**src/rtl/lfcd_pkg.sv**
```systemverilog
// Shared widths, register indexes and channel types of the cache directory.
package lfcd_pkg;

  localparam int ENTRIES_DEF  = 16;
  localparam int TAG_BITS_DEF = 32;

  localparam int HOST_W     = 32;
  localparam int PATH_W     = 32;
  localparam int PORT_W     = 16;
  localparam int SLOT_W     = 4;
  localparam int CAP_W      = 5;
  localparam int CFG_IDX_W  = 2;
  localparam int CFG_DATA_W = 5;

  localparam logic [CFG_IDX_W-1:0] REG_REPLACE_MODE = 2'd0;
  localparam logic [CFG_IDX_W-1:0] REG_CAPACITY     = 2'd1;

  localparam logic MODE_LRU  = 1'b0;
  localparam logic MODE_FIFO = 1'b1;

  localparam logic [CAP_W-1:0] CAPACITY_RST = 5'd16;

  typedef struct packed {
    logic             replace_mode;
    logic [CAP_W-1:0] capacity;
  } cfg_t;

  typedef struct packed {
    logic              hit;
    logic [SLOT_W-1:0] slot;
    logic              evicted;
    logic              stored;
  } result_t;

endpackage

```
**src/rtl/lfcd_entry_ram.sv**
```systemverilog
// Simple dual-port entry memory with registered read data.
module lfcd_entry_ram #(
  parameter int DEPTH  = lfcd_pkg::ENTRIES_DEF,
  parameter int WIDTH  = 8,
  parameter int ADDR_W = (DEPTH > 1) ? $clog2(DEPTH) : 1
) (
  input  logic              clk,
  input  logic              we,
  input  logic [ADDR_W-1:0] waddr,
  input  logic [WIDTH-1:0]  wdata,
  input  logic              re,
  input  logic [ADDR_W-1:0] raddr,
  output logic [WIDTH-1:0]  rdata
);

  logic [WIDTH-1:0] mem [DEPTH];
  logic [WIDTH-1:0] rdata_r;

  always_ff @(posedge clk) begin
    if (we) begin
      mem[waddr] <= wdata;
    end
  end

  always_ff @(posedge clk) begin
    if (re) begin
      rdata_r <= mem[raddr];
    end
  end

  assign rdata = rdata_r;

endmodule

```
**src/rtl/lfcd_ctrl.sv**
```systemverilog
// Scan sequencer: walks the entry memory, applies the deferred rank update,
// finds hit / victim / free slot and writes the new entry.
module lfcd_ctrl #(
  parameter int ENTRIES  = lfcd_pkg::ENTRIES_DEF,
  parameter int TAG_BITS = lfcd_pkg::TAG_BITS_DEF
) (
  input  logic                        clk,
  input  logic                        rst_n,
  input  lfcd_pkg::cfg_t              cfg,
  input  logic                        in_valid,
  output logic                        in_ready,
  input  logic [lfcd_pkg::HOST_W-1:0] in_host_tag,
  input  logic [lfcd_pkg::PATH_W-1:0] in_path_tag,
  input  logic [lfcd_pkg::PORT_W-1:0] in_server_port,
  output logic                        res_valid,
  input  logic                        res_ready,
  output lfcd_pkg::result_t           res
);

  localparam int IDX_W  = (ENTRIES > 1) ? $clog2(ENTRIES) : 1;
  localparam int RANK_W = IDX_W;
  localparam int CNT_W  = $clog2(ENTRIES + 1);
  localparam int CMP_W  = (CNT_W > lfcd_pkg::CAP_W) ? CNT_W : lfcd_pkg::CAP_W;
  localparam int TAG_W  = (TAG_BITS < lfcd_pkg::HOST_W) ? TAG_BITS : lfcd_pkg::HOST_W;
  localparam int KEY_W  = 2 * TAG_W + lfcd_pkg::PORT_W;
  localparam int WORD_W = KEY_W + RANK_W;

  localparam logic [IDX_W-1:0] LAST_IDX = IDX_W'(ENTRIES - 1);

  localparam logic [1:0] ST_IDLE   = 2'd0;
  localparam logic [1:0] ST_SCAN   = 2'd1;
  localparam logic [1:0] ST_DECIDE = 2'd2;
  localparam logic [1:0] ST_DONE   = 2'd3;

  // deferred rank update left by the previous item
  localparam logic [1:0] PK_NONE  = 2'd0;
  localparam logic [1:0] PK_ALL   = 2'd1;
  localparam logic [1:0] PK_BELOW = 2'd2;

  typedef struct packed {
    logic [1:0]        kind;
    logic [IDX_W-1:0]  slot;
    logic [RANK_W-1:0] thr;
  } pend_t;

  logic [1:0]         state_r;
  logic [KEY_W-1:0]   key_r;
  logic [ENTRIES-1:0] valid_r;
  logic [CNT_W-1:0]   live_r;
  pend_t              pend_r;

  logic [IDX_W-1:0]   rd_idx_r;
  logic               rd_done_r;
  logic               chk_vld_r;
  logic [IDX_W-1:0]   chk_idx_r;

  logic               found_r;
  logic [IDX_W-1:0]   found_idx_r;
  logic [RANK_W-1:0]  found_rank_r;
  logic               best_vld_r;
  logic [IDX_W-1:0]   best_idx_r;
  logic [RANK_W-1:0]  best_rank_r;
  logic               free_vld_r;
  logic [IDX_W-1:0]   free_idx_r;

  lfcd_pkg::result_t  res_r;

  logic               re;
  logic               we;
  logic [IDX_W-1:0]   waddr;
  logic [WORD_W-1:0]  wdata;
  logic [WORD_W-1:0]  rdata;
  logic [KEY_W-1:0]   key_rd;
  logic [RANK_W-1:0]  rank_rd;
  logic [RANK_W-1:0]  adj;
  logic               chk_v;
  logic               chk_match;
  logic               wb_en;
  logic [CNT_W-1:0]   cap_eff;
  logic [CMP_W-1:0]   cap_ext;
  logic               in_fire;
  logic               dec_evict;
  logic               dec_store;
  logic [IDX_W-1:0]   dec_tgt;

  assign cap_ext = CMP_W'(cfg.capacity);
  assign cap_eff = (cap_ext > CMP_W'(ENTRIES)) ? CNT_W'(ENTRIES) : CNT_W'(cap_ext);

  assign in_ready  = (state_r == ST_IDLE);
  assign in_fire   = in_valid && in_ready;
  assign res_valid = (state_r == ST_DONE);
  assign res       = res_r;

  assign re      = (state_r == ST_SCAN) && !rd_done_r;
  assign key_rd  = rdata[WORD_W-1:RANK_W];
  assign rank_rd = rdata[RANK_W-1:0];
  assign chk_v   = valid_r[chk_idx_r];
  assign chk_match = chk_vld_r && chk_v && (key_rd == key_r);

  // rank as it stands once the previous item's update is applied
  always_comb begin
    adj = rank_rd;
    unique case (pend_r.kind)
      PK_NONE:  adj = rank_rd;
      PK_ALL:   adj = rank_rd + RANK_W'(1);
      PK_BELOW: begin
        if (rank_rd < pend_r.thr) begin
          adj = rank_rd + RANK_W'(1);
        end
      end
      default:  adj = rank_rd;
    endcase
    if (pend_r.kind != PK_NONE && chk_idx_r == pend_r.slot) begin
      adj = '0;
    end
  end

  assign wb_en = chk_vld_r && chk_v && (pend_r.kind != PK_NONE);

  assign dec_evict = (live_r >= cap_eff) && (live_r != '0) && best_vld_r;
  assign dec_store = dec_evict || free_vld_r;
  assign dec_tgt   = dec_evict ? best_idx_r : free_idx_r;

  always_comb begin
    if (state_r == ST_DECIDE) begin
      we    = !found_r && dec_store;
      waddr = dec_tgt;
      wdata = {key_r, RANK_W'(0)};
    end else begin
      we    = wb_en;
      waddr = chk_idx_r;
      wdata = {key_rd, adj};
    end
  end

  lfcd_entry_ram #(
    .DEPTH  (ENTRIES),
    .WIDTH  (WORD_W),
    .ADDR_W (IDX_W)
  ) u_ram (
    .clk   (clk),
    .we    (we),
    .waddr (waddr),
    .wdata (wdata),
    .re    (re),
    .raddr (rd_idx_r),
    .rdata (rdata)
  );

  always_ff @(posedge clk) begin
    if (!rst_n) begin
      state_r     <= ST_IDLE;
      valid_r     <= '0;
      live_r      <= '0;
      pend_r.kind <= PK_NONE;
      chk_vld_r   <= 1'b0;
      rd_done_r   <= 1'b1;
    end else begin
      unique case (state_r)
        ST_IDLE: begin
          if (in_fire) begin
            key_r      <= {in_host_tag[TAG_W-1:0], in_path_tag[TAG_W-1:0], in_server_port};
            rd_idx_r   <= '0;
            rd_done_r  <= 1'b0;
            chk_vld_r  <= 1'b0;
            found_r    <= 1'b0;
            best_vld_r <= 1'b0;
            free_vld_r <= 1'b0;
            if (cap_eff == '0) begin
              res_r   <= '0;
              state_r <= ST_DONE;
            end else begin
              state_r <= ST_SCAN;
            end
          end
        end
        ST_SCAN: begin
          // reads are done by the last check, so this drops the check flag there
          chk_vld_r <= re;
          chk_idx_r <= rd_idx_r;
          if (re) begin
            rd_idx_r <= rd_idx_r + IDX_W'(1);
            if (rd_idx_r == LAST_IDX) begin
              rd_done_r <= 1'b1;
            end
          end
          if (chk_vld_r) begin
            if (chk_match && !found_r) begin
              found_r      <= 1'b1;
              found_idx_r  <= chk_idx_r;
              found_rank_r <= adj;
            end
            if (chk_v && (!best_vld_r || adj > best_rank_r)) begin
              best_vld_r  <= 1'b1;
              best_idx_r  <= chk_idx_r;
              best_rank_r <= adj;
            end
            if (!chk_v && !free_vld_r) begin
              free_vld_r <= 1'b1;
              free_idx_r <= chk_idx_r;
            end
            if (chk_idx_r == LAST_IDX) begin
              pend_r.kind <= PK_NONE;
              state_r     <= ST_DECIDE;
            end
          end
        end
        ST_DECIDE: begin
          state_r <= ST_DONE;
          if (found_r) begin
            res_r.hit     <= 1'b1;
            res_r.slot    <= lfcd_pkg::SLOT_W'(found_idx_r);
            res_r.evicted <= 1'b0;
            res_r.stored  <= 1'b1;
            if (cfg.replace_mode == lfcd_pkg::MODE_LRU) begin
              pend_r.kind <= PK_BELOW;
              pend_r.slot <= found_idx_r;
              pend_r.thr  <= found_rank_r;
            end else begin
              pend_r.kind <= PK_NONE;
            end
          end else if (dec_store) begin
            valid_r[dec_tgt] <= 1'b1;
            if (!dec_evict) begin
              live_r <= live_r + CNT_W'(1);
            end
            pend_r.kind   <= PK_ALL;
            pend_r.slot   <= dec_tgt;
            res_r.hit     <= 1'b0;
            res_r.slot    <= lfcd_pkg::SLOT_W'(dec_tgt);
            res_r.evicted <= dec_evict;
            res_r.stored  <= 1'b1;
          end else begin
            pend_r.kind <= PK_NONE;
            res_r       <= '0;
          end
        end
        ST_DONE: begin
          if (res_ready) begin
            state_r <= ST_IDLE;
          end
        end
        default: state_r <= ST_IDLE;
      endcase
    end
  end

  a_live_bound: assert property (@(posedge clk) disable iff (!rst_n)
    live_r <= CNT_W'(ENTRIES))
    else $error("live count above entry count");

  a_port_clash: assert property (@(posedge clk) disable iff (!rst_n)
    (we && re) |-> (waddr != rd_idx_r))
    else $error("write-back collides with scan read");

  a_victim_seen: assert property (@(posedge clk) disable iff (!rst_n)
    (state_r == ST_DECIDE && !found_r && live_r != '0) |-> best_vld_r)
    else $error("live entries but no victim candidate");

  a_cap_zero: assert property (@(posedge clk) disable iff (!rst_n)
    (in_fire && cap_eff == '0) |=> (state_r == ST_DONE && !res_r.stored))
    else $error("zero capacity item not passed straight through");

endmodule

```
**src/rtl/lru_fifo_cache_directory.sv**
```systemverilog
// Fully associative LRU/FIFO cache directory: config registers and result register.
//
// Each accepted item (host tag, path tag, port) is looked up against all
// ENTRIES slots by a sequential scan of the entry memory, one entry per cycle
// through its single read port; the recency update of an item is carried over
// and folded into the next item's scan as each entry is read and written back.
// Each item is scanned in full before the next one is accepted; when the
// capacity register is zero, the item passes straight to the result with no
// scan. The result waits in an output register, so the next item can be
// accepted while it is still pending. Configuration writes are taken in every
// cycle and must only be issued while no item is in flight.
module lru_fifo_cache_directory #(
  parameter int ENTRIES  = lfcd_pkg::ENTRIES_DEF,
  parameter int TAG_BITS = lfcd_pkg::TAG_BITS_DEF
) (
  input  logic                            clk,
  input  logic                            rst_n,

  input  logic                            cfg_valid,
  output logic                            cfg_ready,
  input  logic [lfcd_pkg::CFG_IDX_W-1:0]  cfg_index,
  input  logic [lfcd_pkg::CFG_DATA_W-1:0] cfg_wdata,

  input  logic                            in_valid,
  output logic                            in_ready,
  input  logic [lfcd_pkg::HOST_W-1:0]     in_host_tag,
  input  logic [lfcd_pkg::PATH_W-1:0]     in_path_tag,
  input  logic [lfcd_pkg::PORT_W-1:0]     in_server_port,

  output logic                            out_valid,
  input  logic                            out_ready,
  output logic                            out_hit,
  output logic [lfcd_pkg::SLOT_W-1:0]     out_slot,
  output logic                            out_evicted,
  output logic                            out_stored
);

  lfcd_pkg::cfg_t    cfg_r;
  lfcd_pkg::result_t res;
  lfcd_pkg::result_t out_r;
  logic              res_valid;
  logic              res_ready;
  logic              out_valid_r;

  assign cfg_ready = 1'b1;

  always_ff @(posedge clk) begin
    if (!rst_n) begin
      cfg_r.replace_mode <= lfcd_pkg::MODE_LRU;
      cfg_r.capacity     <= lfcd_pkg::CAPACITY_RST;
    end else if (cfg_valid) begin
      unique case (cfg_index)
        lfcd_pkg::REG_REPLACE_MODE: cfg_r.replace_mode <= cfg_wdata[0];
        lfcd_pkg::REG_CAPACITY:     cfg_r.capacity     <= cfg_wdata;
        default: ;
      endcase
    end
  end

  lfcd_ctrl #(
    .ENTRIES  (ENTRIES),
    .TAG_BITS (TAG_BITS)
  ) u_ctrl (
    .clk            (clk),
    .rst_n          (rst_n),
    .cfg            (cfg_r),
    .in_valid       (in_valid),
    .in_ready       (in_ready),
    .in_host_tag    (in_host_tag),
    .in_path_tag    (in_path_tag),
    .in_server_port (in_server_port),
    .res_valid      (res_valid),
    .res_ready      (res_ready),
    .res            (res)
  );

  // load a new item when the register is empty or being drained
  assign res_ready = !out_valid_r || out_ready;

  always_ff @(posedge clk) begin
    if (!rst_n) begin
      out_valid_r <= 1'b0;
    end else if (res_valid && res_ready) begin
      out_valid_r <= 1'b1;
    end else if (out_ready) begin
      out_valid_r <= 1'b0;
    end
  end

  always_ff @(posedge clk) begin
    if (res_valid && res_ready) begin
      out_r <= res;
    end
  end

  assign out_valid   = out_valid_r;
  assign out_hit     = out_r.hit;
  assign out_slot    = out_r.slot;
  assign out_evicted = out_r.evicted;
  assign out_stored  = out_r.stored;

endmodule

```
**config.mk**
```make
export PLATFORM = sky130hd
export DESIGN_NAME = lru_fifo_cache_directory
export DESIGN_NICKNAME = d
export VERILOG_FILES = /design/src/rtl/lfcd_pkg.sv /design/src/rtl/lfcd_entry_ram.sv /design/src/rtl/lfcd_ctrl.sv /design/src/rtl/lru_fifo_cache_directory.sv
export SDC_FILE = /design/constraint.sdc
export NUM_CORES = 2
export LEC_CHECK = 0
export BUFFER_PORTS_ARGS = -buffer_cell sky130_fd_sc_hd__buf_2
export CAP_MARGIN = 40
export CORE_UTILIZATION = 45
export DETAILED_ROUTE_END_ITERATION = 10
export GPL_ROUTABILITY_DRIVEN = 0
export MAX_ROUTING_LAYER = met4
export SYNTH_ARGS = -nofsm -noshare
export SYNTH_HDL_FRONTEND = slang
export SYNTH_HIERARCHICAL = 1
export SYNTH_SLANG_ARGS = --single-unit
export TNS_END_PERCENT = 10
```
**constraint.sdc**
```tcl
create_clock -name clk -period 18.1 [get_ports clk]
set_input_delay 2.715 -clock clk [delete_from_list [all_inputs] [get_ports clk]]
set_output_delay 2.715 -clock clk [all_outputs]
set_load 0.02 [all_outputs]
```
==> metrics.md <==
| Metric | Value |
|---|---|
| Insertion delay to the later sink of the worst-skew pair | `between 0.7 and 0.8 ns` |
| Worst R2R End | `u_ctrl/u_ram/mem[15][52]$_DFFE_PP_` |
| Vias per cell | `between 5 and 6` |
| Final hold vios | `0` |
| LEAKAGE | `about 22 nW` |
| Synth Net Count | `between 3000 and 4000` |
| Drt pass-1 iters | `8` |
| Site Rows | `roughly 140` |
| WHS Path Cells | `0` |
| # Max-Cap Violations | `0` |
| Synth Instances | `about 2900` |
| Setup TNS | `0 ns` |
| Peak supply drop | `~0.095 mV` |
| Total global routing overflow | `0` |
| R2R setup slack | `around 13 ns` |
| FF-to-FF path depth | `14` |
| Synth Register Bits | `1595` |
| Mean Syn Cell Area | `approximately 21 um^2` |
| Status | `finished, final reports clean` |
| Die height | `372 um` |
| Sink Count | `between 1500 and 2000` |
| Syn Std Cell Area | `between 60000 and 70000 um^2` |
| Cell Pwr Density | `137 nW/um^2` |
| Post-DP Area | `about 65000 um^2` |
| # H-tree levels | `4` |
| Post-Route Skew | `0.0328 ns` |
| Overall power | `approximately 9.6 mW` |
| Clk slew on worst S/H paths | `0.06 ns` |
| Die W | `372 um` |
| Max_slew headroom | `35.7%` |
| Final number of max-transition violations | `0` |
| Post-CTS Setup Bufs | `0` |
| Ant. Diodes | `0` |
| Global-route wire length before repair | `roughly 220 mm` |
| Die area | `138000 um^2` |
| Most common cell after layout, fill and taps aside | `edfxtp_1` |
| Final nets | `approximately 3200` |
| Initial antenna violation count | `6` |
| PortBufs | `100` |
| DRT iter0 DRCs | `~3300` |
| Max Fclk | `about 0.19 GHz` |
| R2r startpoint | `u_ctrl/live_r[0]$_SDFFE_PN0P_` |
| Share of layout cells above drive strength 1 | `between 20% and 30%` |
| CP max FO | `slightly below 50` |
| Hold WS | `0.423 ns` |
| Wire length per cell | `approximately 30 um` |
| Root Driver | `clkbuf_16` |
| Inst Count DP | `approximately 4700` |
| Yosys cell types | `59` |
| Worst Tran Pin Value | `about 0.96 ns` |
| Sequential-to-total area share from yosys stat | `between 70% and 80%` |
| Starting Density | `a little under half` |
| CORE AREA | `between 100000 and 150000 um^2` |
| RSZ-0062 raised after global routing | `no` |
| HP Class | `flip-flop to flip-flop` |
| Most frequent cells in the layout | `1561 x edfxtp_1, 340 x mux4_2, 169 x clkbuf_16` |
| M3 GR Usage | `under 10%` |
| I/O pin count | `102` |
| Startpoint types | `flip-flop` |
| # DRC | `0` |
| Via count | `between 20000 and 30000` |
| Post-route ant nets | `0` |
| Met2 GRT Util | `between 30% and 40%` |
| # hold bufs at CTS | `0` |
| Hold path start | `u_ctrl/found_rank_r[0]$_DFFE_PP_` |
| Final worst slack | `about 13 ns` |
| Largest net degree at the start of global routing | `between 100 and 150` |
| Post-CTS sizing | `0` |
| Vias in the first global route | `about 31000` |
| Fin crit period | `around 5.4 ns` |
| CTS tree | `built` |
| Number of synthesized flops with an enable pin | `~1600` |
| FILL cells | `10400` |
| Clock buffer count from CTS | `163` |
| Top_reg_cell synth | `edfxtp_1` |
| Max clock buf depth | `3` |
| Arr. time, crit path | `5.83 ns` |
| Drt total wl | `149 mm` |
| GRT Total Usage | `between 20 and 25%` |
| Critical path type | `flip-flop to flip-flop` |
| GR peak layer | `met2` |
| Synth warnings | `6` |
| Final core utilization | `51.8%` |
| M1 GR Usage | `30.4%` |
| Finished Layout Cells | `roughly 5000` |
| Async SR Flop Fraction | `0%` |
| Area Overhead vs Synth | `14.1%` |
| Hpwl dp | `approximately 89 mm` |
| Pre-CTS WS | `12.72 ns` |
| Period utilisation layout | `between 20% and 30%` |
| Required @ worst endpoint | `roughly 19 ns` |
| Setup violators final | `0` |
| Post-route design area | `70300 um^2` |
| Endpoint type of the worst setup path | `flip-flop` |
| WHS Endpoint | `u_ctrl/pend_r[0]$_DFFE_PP_` |
==> sequential cells by signal, summed over array words and instances (netlist names), 2 cells and up <==
register / count
u_ctrl/rd_idx_r: 4
u_ctrl/key_r: 80
u_ctrl/state_r: 2
u_ctrl/chk_idx_r: 4
u_ctrl/best_idx_r: 4
u_ctrl/best_rank_r: 4
u_ctrl/live_r: 5
u_ctrl/free_idx_r: 4
out_slot: 4
u_ctrl/u_ram/rdata: 84
u_ctrl/found_idx_r: 4
cfg_r: 6
u_ctrl/res: 7
u_ctrl/u_ram/mem: 1344
u_ctrl/pend_r: 10
u_ctrl/found_rank_r: 4
u_ctrl/valid_r: 16
==> cells in the mapped netlist, drive strengths merged (2+ instances only) <==
library cell     n  area (um^2)
xnor2           33          289
a21o             4         30.0
nand3           25          125
a221oi           5         43.8
nand4           18          113
a21oi           26          130
nor3b            4         30.0
mux2i           15          150
mux4           340         7660
dfxtp           34          681
a22oi          170         1480
o21ai           22          110
nand3b           4         30.0
nor2b           10         62.6
o2bb2ai          4         35.0
o31ai            2         15.0
ha              23          288
and3b            2         17.5
a22o             3         26.3
o211ai           3         22.5
nor2            36          135
and3             4         25.0
xor2            30          263
or4              2         15.0
inv             46          173
nand2          150          563
mux2            72          811
and2             7         46.3
a222oi           2         20.0
edfxtp        1561        46900
and4             2         17.5
or2              4         25.0
o311ai          16          140
o22ai           10         62.6
nor4b            2         17.5
clkbuf          69          262
or3              2         12.5
a211oi           4         30.0
nor4            13         81.3
buf             74          417
nand2b          19          119
nand4b           2         17.5
nor3            10         50.1
==> cells by family (layout without fill, tap and decap cells) <==
logic type	Yosys count	after routing	synth area share, %
flops	1595	1595	77.2
mux	427	427	14.0
simple gates	317	317	2.45
compound gates	279	279	3.59
buf+inv	189	544	1.38
xor+xnor	63	63	0.896
fa+ha+maj	23	23	0.467
other cells	1	1	0.00609
==> critical path, stage by stage, from the launching register on <==
cell      delay, ns
dfxtp_1        0.38
inv_1          0.10
ha_1           0.29
nand2b_1       0.15
a21o_1         0.19
a21o_1         0.17
a211o_1        0.34
and2_4         0.32
mux2i_1        0.20
a21oi_1        0.75
nand2_1        0.44
nor2_4         0.19
buf_4          0.62
buf_4          0.55
buf_12         0.29
==> area by class of cell <==
| cell class | count | area, um^2 | share of cell area [%] |
|---|---|---|---|
| clock buffer | 209 | 4390 | 6.24 |
| tap | 1781 | 2230 | 3.17 |
| sequential | 1595 | 47600 | 67.7 |
| timing repair buffer | 204 | 1740 | 2.47 |
| inverter | 46 | 173 | 0.246 |
| clock inverter | 85 | 862 | 1.23 |
| multi-input combinational | 1110 | 13300 | 19.0 |
==> worst max path at each step <==
stage / cells after the start / endpoint / slack (ns) / start
2_1_floorplan: 12 / u_ctrl/u_ram/mem[0][0]$_DFFE_PP_ / 9.18 / u_ctrl/live_r[0]$_SDFFE_PN0P_
3_3_place_gp: 8 / u_ctrl/u_ram/rdata[18]$_DFFE_PP_ / 12.66 / u_ctrl/rd_idx_r[1]$_SDFFCE_PN0P_
3_5_place_dp: 6 / u_ctrl/key_r[29]$_DFFE_PP_ / 12.72 / rst_n
4_1_cts: 14 / u_ctrl/u_ram/mem[15][52]$_DFFE_PP_ / 12.78 / u_ctrl/live_r[0]$_SDFFE_PN0P_
5_1_grt: 14 / u_ctrl/u_ram/mem[15][52]$_DFFE_PP_ / 12.50 / u_ctrl/live_r[0]$_SDFFE_PN0P_
6_report: 14 / u_ctrl/u_ram/mem[15][52]$_DFFE_PP_ / 12.72 / u_ctrl/live_r[0]$_SDFFE_PN0P_
==> power by group <==
group	switching [mW]	internal [mW]
Clock	1.38	1.93
Combinational	1.10	0.731
Sequential	0.0800	4.42
==> per-layer routing <==
layer / up-vias / wire, um
met5: - / 0
met4: 0 / 2260
met3: 188 / 8950
met2: 1089 / 74700
met1: 16000 / 63100
li1: 12500 / -
Note: power is estimated with default switching activity, not from simulation.
